[src/sv/dbdn_pkg.sv]
// Shared types and constants for the detection box decode and suppression block.
// Used by every module of the block but the checker; depends on nothing.
package dbdn_pkg;

  localparam int unsigned CAP      = 64;
  localparam int unsigned IDX_W    = $clog2(CAP);
  localparam int unsigned CNT_W    = $clog2(CAP + 1);
  localparam int unsigned EDGE_W   = 17;
  localparam int unsigned SCORE_W  = 16;
  localparam int unsigned AREA_W   = 2 * EDGE_W;
  localparam int unsigned UNI_W    = AREA_W + 1;
  localparam int unsigned CFG_IDX_W = 3;
  localparam int unsigned CFG_DAT_W = 24;
  localparam logic [EDGE_W-1:0] EDGE_MAX = '1;

  localparam logic [CFG_IDX_W-1:0] REG_CONF_THR    = 3'd0;
  localparam logic [CFG_IDX_W-1:0] REG_OVL_THR     = 3'd1;
  localparam logic [CFG_IDX_W-1:0] REG_PAD_X       = 3'd2;
  localparam logic [CFG_IDX_W-1:0] REG_PAD_Y       = 3'd3;
  localparam logic [CFG_IDX_W-1:0] REG_INV_SCALE   = 3'd4;
  localparam logic [CFG_IDX_W-1:0] REG_IMG_WIDTH   = 3'd5;
  localparam logic [CFG_IDX_W-1:0] REG_IMG_HEIGHT  = 3'd6;

  typedef struct packed {
    logic [15:0] conf_thr;
    logic [15:0] ovl_thr;
    logic [11:0] pad_x;
    logic [11:0] pad_y;
    logic [23:0] inv_scale;
    logic [13:0] img_width;
    logic [13:0] img_height;
  } cfg_t;

  // One decoded box as handed from the front to the back.
  typedef struct packed {
    logic               keep;
    logic               last;
    logic [EDGE_W-1:0]  x1;
    logic [EDGE_W-1:0]  x2;
    logic [EDGE_W-1:0]  y1;
    logic [EDGE_W-1:0]  y2;
    logic [SCORE_W-1:0] score;
    logic               cls;
  } cand_t;

  typedef struct packed {
    logic               box_valid;
    logic [EDGE_W-1:0]  x1;
    logic [EDGE_W-1:0]  y1;
    logic [EDGE_W-1:0]  x2;
    logic [EDGE_W-1:0]  y2;
    logic [SCORE_W-1:0] score;
    logic               cls;
    logic               ovf;
    logic               final_res;
  } res_t;

endpackage

[src/sv/dbdn_fifo.sv]
// Two-entry queue of decoded boxes between the front and the back.
// Depends on dbdn_pkg.
module dbdn_fifo import dbdn_pkg::*; (
  input  logic  clk_i,
  input  logic  rst_ni,
  input  logic  push_i,
  input  cand_t data_i,
  output logic  full_o,
  input  logic  pop_i,
  output cand_t data_o,
  output logic  empty_o
);

  cand_t      mem_q [2];
  logic       wp_q, rp_q;
  logic [1:0] cnt_q;

  assign full_o  = (cnt_q == 2'd2);
  assign empty_o = (cnt_q == 2'd0);
  assign data_o  = mem_q[rp_q];

  always_ff @(posedge clk_i or negedge rst_ni) begin
    if (!rst_ni) begin
      wp_q  <= 1'b0;
      rp_q  <= 1'b0;
      cnt_q <= 2'd0;
    end else begin
      if (push_i) wp_q <= ~wp_q;
      if (pop_i)  rp_q <= ~rp_q;
      cnt_q <= cnt_q + 2'(push_i) - 2'(pop_i);
    end
  end

  always_ff @(posedge clk_i) begin
    if (push_i) mem_q[wp_q] <= data_i;
  end

endmodule

[config.mk]
export PLATFORM = sky130hd
export DESIGN_NAME = dbdn_fifo
export DESIGN_NICKNAME = d
export VERILOG_FILES = /design/src/sv/dbdn_pkg.sv /design/src/sv/dbdn_fifo.sv
export SDC_FILE = /design/constraint.sdc
export NUM_CORES = 1
export LEC_CHECK = 0
export ABC_AREA = 1
export BUFFER_PORTS_ARGS = -buffer_cell sky130_fd_sc_hd__buf_4
export CELL_PAD_IN_SITES_DETAIL_PLACEMENT = 0
export CELL_PAD_IN_SITES_GLOBAL_PLACEMENT = 1
export CORE_ASPECT_RATIO = 1.25
export CORE_UTILIZATION = 42
export DETAILED_ROUTE_END_ITERATION = 8
export HOLD_SLACK_MARGIN = 0.12
export MAX_ROUTING_LAYER = met4
export PLACE_DENSITY_LB_ADDON = 0.1
export SYNTH_ARGS = -nofsm -noshare
export SYNTH_HDL_FRONTEND = slang
export SYNTH_SLANG_ARGS = --single-unit
[constraint.sdc]
create_clock -name clk_i -period 6 [get_ports clk_i]
set_input_delay 0.3 -clock clk_i [delete_from_list [all_inputs] [get_ports clk_i]]
set_output_delay 0.3 -clock clk_i [all_outputs]
set_load 0.02 [all_outputs]
==> run summary <==
Status: finished clean
Comb power frac: 34.5%
Crit. End Element: primary output
Post-synthesis net count: 572
Placer Congestion: 0.719
Reg2reg path depth: 2
Period utilization: 49.7%
Setup_tns: 0 ns
Routed length per instance: 13.1 µm
Synthesized area: 0.00664 mm²
Vias: 4301
Final WL: 12800 µm
Drt via density: 4.40
Worst R2R End: mem_q[0][24]$_DFFE_PP_
DRC errors left: 0
Vias in the first global route: 4214
Die W: 114 µm
Clk Latency, worst-skew pair: 0.42 ns
Clock root cell: clkbuf_16
Max H-tree Level: 4
Worst path cell trace: buf_4, o21ai_0, buf_4
F_max: 335 MHz
Sink Count: 178
FF+latch count, synth: 178
Slowest cell delay on critical path: 0.89 ns
CP most frequent cell: buf_4
Clock power frac: 24.6%
LEAKAGE: 4.07 nW
Arrival time at the worst endpoint: 2.68 ns
Antenna Violating Nets Remaining: 0
DP HPWL: 7900 µm
First drt pass iteration count: 5
Largest net degree at the start of global routing: 99
Worst-Margin Slew: 1.04 ns
Commonest non-fill, non-tap cell in the layout: buf_4
Initial DRC count: 259
Sequential-to-total area share from yosys stat: 80.2%
Yosys cell types: 13
Flop pwr share: 40.9%
Crit start category: flop
Max Slew Vio Count: 0
TritonCTS Buffers: 17
Count of final hold-check violations: 0
GRT Total Usage: 16.7%
CTS tree: yes
Max-cap violations: 0
Die height: 143 µm
Fillcell total: 1262
Final hold slack: 0.206 ns
Yosys Warn Count: 0
Initial Util: 42.8%
CP Max Fanout: 98
CP max-delay cell: dfrtp_4
Slew HR: 31.0%
Reg2reg start: wp_q$_DFFE_PN0P_
Port Buf Inserts: 179
Switch Pwr: 1.48 mW
Peak supply drop: 0.279 mV
Setup-failing EPs final: 0
Std cell rows: 51
Minimum clock period: 2.98 ns
Max Buffers Root-to-Sink: 2
Post-layout nets: 844
Post-CTS Setup Bufs: 0
P per Cell Area: 451 mW/mm²
IO Count: 180
Final Skew: 0.00756 ns
Antenna violations before repair: 1
RSZ-0062 raised after global routing: false
First-pass GRT wire length: 19700 µm
Setup CP Type: flop to primary output
Internal power: 2.87 mW
Layout cell share with drive strength beyond 1: 27.6%
Critical Path RT: 5.70 ns
Core area: 0.0155 mm²
Mapped Cells: 479
R2R setup slack: 3.91 ns
Sw frac: 33.9%
Post-synthesis average cell area: 13.9 µm²
Worst hold path type: primary input to async pin
Die Area: 0.0163 mm²
Most frequent cells in the layout: 182 x buf_4, 174 x edfxtp_1, 93 x inv_1, 93 x nand2_1, 90 x dlygate4sd3_1
Grt ovf: 0
P&R area growth vs syn: 45.2%
Clock slew at reported path FFs: 0.06 ns
critical path: cells and delay by family (launching register included):
family	cells	cell delay (ns)
AOI/OAI and AO/OA	1	0.32
DFF	1	0.89
buffers and inverters	2	1.00
sequential cells by signal, summed over array words and instances, names as in the netlist:
register	cells
wp_q	1
mem_q	174
rp_q	1
cnt_q	2
cell families after synthesis:
logic type	count (synthesis)	share of synthesized area, %
AO/OA/AOI/OAI	87	6.56
flip-flops	178	80.2
AND/OR/NAND/NOR	97	5.50
XOR/XNOR	2	0.264
adder cells (fa/ha/maj)	2	0.377
buffers and inverters	113	7.12
synthesized netlist by cell type:
| library cell | instances | share of area, % |
|---|---|---|
| nor2_1 | 3 | 0.17 |
| xor2_1 | 2 | 0.26 |
| clkbuf_1 | 2 | 0.11 |
| o21ai_1 | 5 | 0.38 |
| ha_1 | 2 | 0.38 |
| o21ai_0 | 82 | 6.2 |
| nand2_1 | 93 | 5.3 |
| edfxtp_1 | 174 | 79 |
| dfrtp_1 | 4 | 1.5 |
| buf_4 | 11 | 1.2 |
| nand3_1 | 1 | 0.075 |
| buf_2 | 6 | 0.45 |
| inv_1 | 94 | 5.3 |
area by class of cell:
type                    count  area, µm²  share of cell area (%)
diodes                      1       2.50                  0.0260
clock buffers              18        429                    4.45
clock inverters            14        145                    1.51
inverters                  94        354                    3.67
multi-input cells         188        851                    8.82
flip-flops and latches    178       5330                    55.3
well taps                 212        265                    2.75
repair buffers            272       2270                    23.5
worst max path at each step:
| stage | from | end | slack (ns) | cells after the start |
|---|---|---|---|---|
| after floorplan | wp_q$_DFFE_PN0P_ | mem_q[0][0]$_DFFE_PP_ | 1.43 | 1 |
| after global placement | rp_q$_DFFE_PN0P_ | data_o[85] | 3.43 | 3 |
| after detailed placement | rp_q$_DFFE_PN0P_ | data_o[85] | 3.41 | 3 |
| after CTS | rp_q$_DFFE_PN0P_ | data_o[85] | 2.95 | 3 |
| after global routing | rp_q$_DFFE_PN0P_ | data_o[85] | 2.75 | 3 |
| final | rp_q$_DFFE_PN0P_ | data_o[85] | 3.02 | 3 |
timing repair:
action | in CTS | in global routing
hold endpoints to repair | 180 | 0
resized for setup | 0 | 0
hold buffers | 90 | 0
routing by layer:
metal | global-route usage, % | share of wire, % | up-vias
met5 | - | 0 | -
li1 | - | - | 2148
met4 | 7.04 | 1.4 | 0
met1 | 18.3 | 41 | 2003
met2 | 27.7 | 51 | 135
met3 | 5.83 | 6.6 | 15
power by group through the flow:
stage / registers [mW] / clock network (mW) / logic (mW)
finish: 1.78 / 1.07 / 1.50
global route: 1.81 / 1.15 / 1.63
CTS: 1.78 / 1.10 / 1.53
detailed placement: 1.81 / 0 / 1.48
global placement: 1.80 / 0 / 1.46
floorplan: 1.75 / 0 / 0.907
per-stage QoR:
stage | std cells | instance area [µm²] | worst slack (ns) | total power, mW | util, %
after floorplan | 479 | 6640 | 1.43 | 2.65 | -
after global placement | 854 | 8170 | 3.43 | 3.26 | 52.7
after detailed placement | 854 | 8170 | 3.41 | 3.28 | 52.7
after CTS | 976 | 9640 | 2.95 | 4.41 | 62.2
after global routing | 977 | 9640 | 2.75 | 4.58 | 62.2
final | 977 | 9640 | 3.02 | 4.35 | 62.2
Note: power is estimated with default switching activity, not from simulation.
