File: src/sv/dbdn_pkg.sv
// Shared types and constants for the detection box decode and suppression block.
// Used by every module of the block but the checker; depends on nothing.
package dbdn_pkg;

  localparam int unsigned CAP      = 64;
  localparam int unsigned IDX_W    = $clog2(CAP);
  localparam int unsigned CNT_W    = $clog2(CAP + 1);
  localparam int unsigned EDGE_W   = 17;
  localparam int unsigned SCORE_W  = 16;
  localparam int unsigned AREA_W   = 2 * EDGE_W;
  localparam int unsigned UNI_W    = AREA_W + 1;
  localparam int unsigned CFG_IDX_W = 3;
  localparam int unsigned CFG_DAT_W = 24;
  localparam logic [EDGE_W-1:0] EDGE_MAX = '1;

  localparam logic [CFG_IDX_W-1:0] REG_CONF_THR    = 3'd0;
  localparam logic [CFG_IDX_W-1:0] REG_OVL_THR     = 3'd1;
  localparam logic [CFG_IDX_W-1:0] REG_PAD_X       = 3'd2;
  localparam logic [CFG_IDX_W-1:0] REG_PAD_Y       = 3'd3;
  localparam logic [CFG_IDX_W-1:0] REG_INV_SCALE   = 3'd4;
  localparam logic [CFG_IDX_W-1:0] REG_IMG_WIDTH   = 3'd5;
  localparam logic [CFG_IDX_W-1:0] REG_IMG_HEIGHT  = 3'd6;

  typedef struct packed {
    logic [15:0] conf_thr;
    logic [15:0] ovl_thr;
    logic [11:0] pad_x;
    logic [11:0] pad_y;
    logic [23:0] inv_scale;
    logic [13:0] img_width;
    logic [13:0] img_height;
  } cfg_t;

  // One decoded box as handed from the front to the back.
  typedef struct packed {
    logic               keep;
    logic               last;
    logic [EDGE_W-1:0]  x1;
    logic [EDGE_W-1:0]  x2;
    logic [EDGE_W-1:0]  y1;
    logic [EDGE_W-1:0]  y2;
    logic [SCORE_W-1:0] score;
    logic               cls;
  } cand_t;

  typedef struct packed {
    logic               box_valid;
    logic [EDGE_W-1:0]  x1;
    logic [EDGE_W-1:0]  y1;
    logic [EDGE_W-1:0]  x2;
    logic [EDGE_W-1:0]  y2;
    logic [SCORE_W-1:0] score;
    logic               cls;
    logic               ovf;
    logic               final_res;
  } res_t;

endpackage

File: src/sv/dbdn_front.sv
// Front end: takes one raw box, picks class and score, maps the four corners.
// Depends on dbdn_pkg; feeds dbdn_fifo.
module dbdn_front import dbdn_pkg::*; (
  input  logic        clk_i,
  input  logic        rst_ni,
  input  cfg_t        cfg_i,
  input  logic        push_i,
  output logic        full_o,
  input  logic [15:0] center_x_i,
  input  logic [15:0] center_y_i,
  input  logic [15:0] box_width_i,
  input  logic [15:0] box_height_i,
  input  logic [15:0] score_zero_i,
  input  logic [15:0] score_one_i,
  input  logic        final_box_i,
  output logic        q_push_o,
  output cand_t       q_data_o,
  input  logic        q_full_i
);

  typedef enum logic [1:0] {F_IDLE, F_MUL, F_RND, F_PUSH} fstate_e;
  typedef enum logic [1:0] {C_X1, C_X2, C_Y1, C_Y2} corner_e;

  fstate_e state_q, state_d;
  corner_e corner_q, corner_d;

  logic [15:0] cx_q, cy_q, bw_q, bh_q;
  logic [15:0] score_q;
  logic        cls_q, last_q, pass_q;
  logic [EDGE_W-1:0] edge_q [4];
  logic [41:0] prod_q;

  logic signed [19:0] diff;
  logic [15:0] cen, siz;
  logic [11:0] pad;
  logic        sub;
  logic [42:0] rnd;
  logic [25:0] val;
  logic [EDGE_W-1:0] lim, lim_x, lim_y;

  function automatic logic [EDGE_W-1:0] edge_limit(input logic [13:0] size);
    logic [17:0] l;
    l = {size - 14'd1, 4'b0000};
    if (size == '0) return '0;
    if (l > {1'b0, EDGE_MAX}) return EDGE_MAX;
    return l[EDGE_W-1:0];
  endfunction

  assign lim_x = edge_limit(cfg_i.img_width);
  assign lim_y = edge_limit(cfg_i.img_height);

  always_comb begin
    case (corner_q)
      C_X1: begin cen = cx_q; siz = bw_q; pad = cfg_i.pad_x; sub = 1'b1; lim = lim_x; end
      C_X2: begin cen = cx_q; siz = bw_q; pad = cfg_i.pad_x; sub = 1'b0; lim = lim_x; end
      C_Y1: begin cen = cy_q; siz = bh_q; pad = cfg_i.pad_y; sub = 1'b1; lim = lim_y; end
      C_Y2: begin cen = cy_q; siz = bh_q; pad = cfg_i.pad_y; sub = 1'b0; lim = lim_y; end
      default: begin cen = cx_q; siz = bw_q; pad = cfg_i.pad_x; sub = 1'b1; lim = lim_x; end
    endcase
    diff = sub ? $signed({3'b000, cen, 1'b0}) - $signed({4'b0000, siz})
               : $signed({3'b000, cen, 1'b0}) + $signed({4'b0000, siz});
    diff = diff - $signed({3'b000, pad, 5'b00000});
    rnd  = {1'b0, prod_q} + 43'(1 << 16);
    val  = rnd[42:17];
  end

  always_comb begin
    state_d  = state_q;
    corner_d = corner_q;
    case (state_q)
      F_IDLE: if (push_i) begin
        state_d  = F_MUL;
        corner_d = C_X1;
      end
      F_MUL: state_d = F_RND;
      F_RND: begin
        if (corner_q == C_Y2) begin
          state_d = F_PUSH;
        end else begin
          corner_d = corner_e'(corner_q + 2'd1);
          state_d  = F_MUL;
        end
      end
      F_PUSH: if (!q_full_i) state_d = F_IDLE;
      default: state_d = F_IDLE;
    endcase
  end

  always_ff @(posedge clk_i or negedge rst_ni) begin
    if (!rst_ni) begin
      state_q  <= F_IDLE;
      corner_q <= C_X1;
    end else begin
      state_q  <= state_d;
      corner_q <= corner_d;
    end
  end

  always_ff @(posedge clk_i) begin
    if (state_q == F_IDLE && push_i) begin
      cx_q    <= center_x_i;
      cy_q    <= center_y_i;
      bw_q    <= box_width_i;
      bh_q    <= box_height_i;
      cls_q   <= (score_zero_i < score_one_i);
      score_q <= (score_zero_i >= score_one_i) ? score_zero_i : score_one_i;
      pass_q  <= (((score_zero_i >= score_one_i) ? score_zero_i : score_one_i)
                  >= cfg_i.conf_thr);
      last_q  <= final_box_i;
    end
    if (state_q == F_MUL) begin
      // A corner left of or on the pad maps to zero.
      if (diff[19] || diff == '0) prod_q <= '0;
      else                        prod_q <= 42'(diff[17:0]) * 42'(cfg_i.inv_scale);
    end
    if (state_q == F_RND) begin
      edge_q[corner_q] <= (val > 26'(lim)) ? lim : val[EDGE_W-1:0];
    end
  end

  assign full_o   = (state_q != F_IDLE);
  assign q_push_o = (state_q == F_PUSH) && !q_full_i;

  always_comb begin
    q_data_o.keep  = pass_q && (edge_q[C_X2] > edge_q[C_X1]) && (edge_q[C_Y2] > edge_q[C_Y1]);
    q_data_o.last  = last_q;
    q_data_o.x1    = edge_q[C_X1];
    q_data_o.x2    = edge_q[C_X2];
    q_data_o.y1    = edge_q[C_Y1];
    q_data_o.y2    = edge_q[C_Y2];
    q_data_o.score = score_q;
    q_data_o.cls   = cls_q;
  end

endmodule

File: config.mk
export PLATFORM = sky130hd
export DESIGN_NAME = dbdn_front
export DESIGN_NICKNAME = d
export VERILOG_FILES = /design/src/sv/dbdn_pkg.sv /design/src/sv/dbdn_front.sv
export SDC_FILE = /design/constraint.sdc
export NUM_CORES = 1
export LEC_CHECK = 0
export BUFFER_PORTS_ARGS = -buffer_cell sky130_fd_sc_hd__buf_2
export CORE_ASPECT_RATIO = 0.8
export CORE_MARGIN = 2
export CORE_UTILIZATION = 44
export CTS_CLUSTER_SIZE = 10
export DETAILED_ROUTE_END_ITERATION = 10
export PLACE_DENSITY = 0.63
export SKIP_LAST_GASP = 1
export SYNTH_ARGS = -nofsm -noshare
export SYNTH_HDL_FRONTEND = slang
export SYNTH_SLANG_ARGS = --single-unit
export TNS_END_PERCENT = 10
File: constraint.sdc
create_clock -name clk_i -period 25.1 [get_ports clk_i]
set_input_delay 2.51 -clock clk_i [delete_from_list [all_inputs] [get_ports clk_i]]
set_output_delay 2.51 -clock clk_i [all_outputs]
set_load 0.02 [all_outputs]
==> reports/results.tsv <==
stage	metric	value	unit
die	design.core.area	0.0569	mm^2
die	die_area	0.0597	mm^2
yosys	synth_commonest_cells	563 x inv_1, 353 x fa_1, 309 x nand2_1	
route	num_vias	19128	
timing	min_period	13.36	ns
cts	cts-buffers-inserted	17	
grt	antenna_found_initial	0	
die	die_w	273	um
critical_path	crit_arrival	13.52	ns
yosys	seq_area_frac_synth	21.3	%
critical_path	r2r_start	corner_q[0]	
grt	grt_usage	23.3	%
grt	grt_max_degree	66	
placement	place_congestion	0.887	
yosys	synth_edf_count	177	
final_layout	n_antenna_cell	0	
grt	grt_pass1_wl	110000	um
die	initial_core_util	44.7	%
die	fp-row-count	78	
critical_path	cp-start-kind	flop	
yosys	yosys_warnings	0	
placement	io_buffers	281	
final_layout	area.growth.synth_to_final	11.2	%
timing	finalHoldViolCount	0	
critical_path	critPathRequiredTime	25.26	ns
critical_path	slowest_stage	a2111oi_0	
cts	post-cts-setup-buffers	0	
timing	worstMarginPinSlew	1.25	ns
die	ios	298	
cts	cts_max_level	4	
placement	dp_hpwl	51700	um
placement	dp_cells	3634	
yosys	ys_types	71	
yosys	ys.flop_type	edfxtp_1	
yosys	syn-num-nets	3474	
route	drt_pass1_iterations	5	
route	detail-route-antenna-nets	0	
route	drc	0	
critical_path	crit_type	flop to flop	
yosys	synth.most_common_cell	inv_1	
route	vias_per_cell	5.22	
grt	first_global_vias	20453	
final_layout	layout.nets	3700	
run_status	status	completed	
timing	fin_crit_sh	53.2	%
critical_path	critical_path_buf_inv_count	6	
critical_path	r2r_slack	11.74	ns
cts	clk_latency	0.45	ns
timing	setup_tns	0	ns
cts	clk_pin_slew	0.06	ns
cts	cts_tree	done	
critical_path	cp-startpoint	corner_q[0]	
critical_path	endpoint_kind	flop	
cts	cts_buffer_depth	2	
route	wirelength	66500	um
yosys	yosysTopAreaCellShare	27.8	%
yosys	synth_area_leaders	fa_1 28%, edfxtp_1 21%, ha_1 12%	
final_layout	final_cells	3665	
final_layout	final_layout_size_suffix_gt1_share	14.3	%
yosys	netlist_area	0.0254	mm^2
worst_hold_path	hold_class	flop to flop	
timing	maxSlewViolCount	0	
yosys	ys_seq_elements	181	
critical_path	crit_path_max_incr_delay	0.66	ns
grt	overflow	0	
yosys	synthArstFlopShare	2.21	%
cts	root_buffer	clkbuf_16	
timing	setup_viol	0	
cts	clock_sinks	181	
route	drtIter0Drc	1038	
yosys	avgSynthCellArea	9.53	um^2
placement	place_area	0.0277	mm^2
yosys	synth_top_cell_by_area	fa_1	
critical_path	cp_max_fo	44	
die	die_h	219	um
worst_hold_path	hp-start	corner_q[1]	
cts	cts_hold_buf	0	
route	drt-wirelength-per-cell	18.1	um
timing	max_slew_margin	16.4	%
final_layout	final_area	0.0283	mm^2
critical_path	path_delay_family	adder cells	
timing	timing.fmax	74.8	MHz
timing	rsz0062_at_grt	false	
yosys	postSynthCellCount	2667	
critical_path	crit_top_cell	fa_1	
timing	fin_skew	0.0143	ns
cts	ctsResizeCount	0	
timing	fin_hold_ws	0.616	ns
job	drv_cap	0	
[stage by stage]
stage	worst slack (ns)	util, %
floorplan	13.65	-
global placement	11.99	48.7
detailed placement	11.89	48.7
CTS	11.83	49.7
global route	10.76	49.7
finish	11.74	49.7
[kinds of logic (layout without fill, tap and decap cells)]
group / count (synthesis) / count (layout) / synth area share, %
xor+xnor: 90 / 90 / 3.10
simple gates: 767 / 767 / 14.8
buf+inv: 657 / 895 / 9.82
fa+ha+maj: 598 / 598 / 39.9
mux: 80 / 80 / 3.43
flops: 181 / 181 / 21.3
compound gates: 294 / 294 / 7.67
[sequential cells by signal, indices dropped and copies added, names as in the netlist, 2 cells and up]
name      flops
bh_q         16
bw_q         16
corner_q      2
cx_q         16
cy_q         16
edge_q       68
prod_q       26
score_q      16
state_q       2
[worst paths after layout]
kind	to	cells past startpoint
max	prod_q[41]	43
min	corner_q[1]	1
max reg2reg	prod_q[41]	43
min reg2reg	corner_q[1]	1
max in group asynchronous	corner_q[1]	1
min in group asynchronous	state_q[1]	1
[placed cells by master, fill, tap and decap left out, types with 54 or more instances in the layout]
cell type / synthesis / routed
nor2_1: 95 / 92
a21oi_1: 86 / 86
buf_2: 1 / 281
inv_1: 563 / 563
edfxtp_1: 177 / 177
nand2_1: 309 / 309
mux2_2: 54 / 54
and2_1: 137 / 137
fa_1: 353 / 353
nand2b_1: 54 / 54
ha_1: 245 / 245
[metal layers]
metal	up-vias	wire, um	track usage (%)
met4	0	816	4.01
met1	9652	30000	32.0
met3	72	3160	3.46
met5	-	0	0
met2	469	32500	39.6
li1	8935	-	-
[area by class of cell]
class | instances | area [um^2]
multi-input combinational | 1829 | 17700
timing repair buffer | 301 | 1560
sequential | 181 | 5420
inverter | 563 | 2110
clock buffer | 19 | 433
tap | 760 | 951
clock inverter | 12 | 130
fill | 5318 | 28600
Power is left out: the tool's default activity adds up to more than one toggle a clock period on the data nets, which glitch-free logic cannot reach.
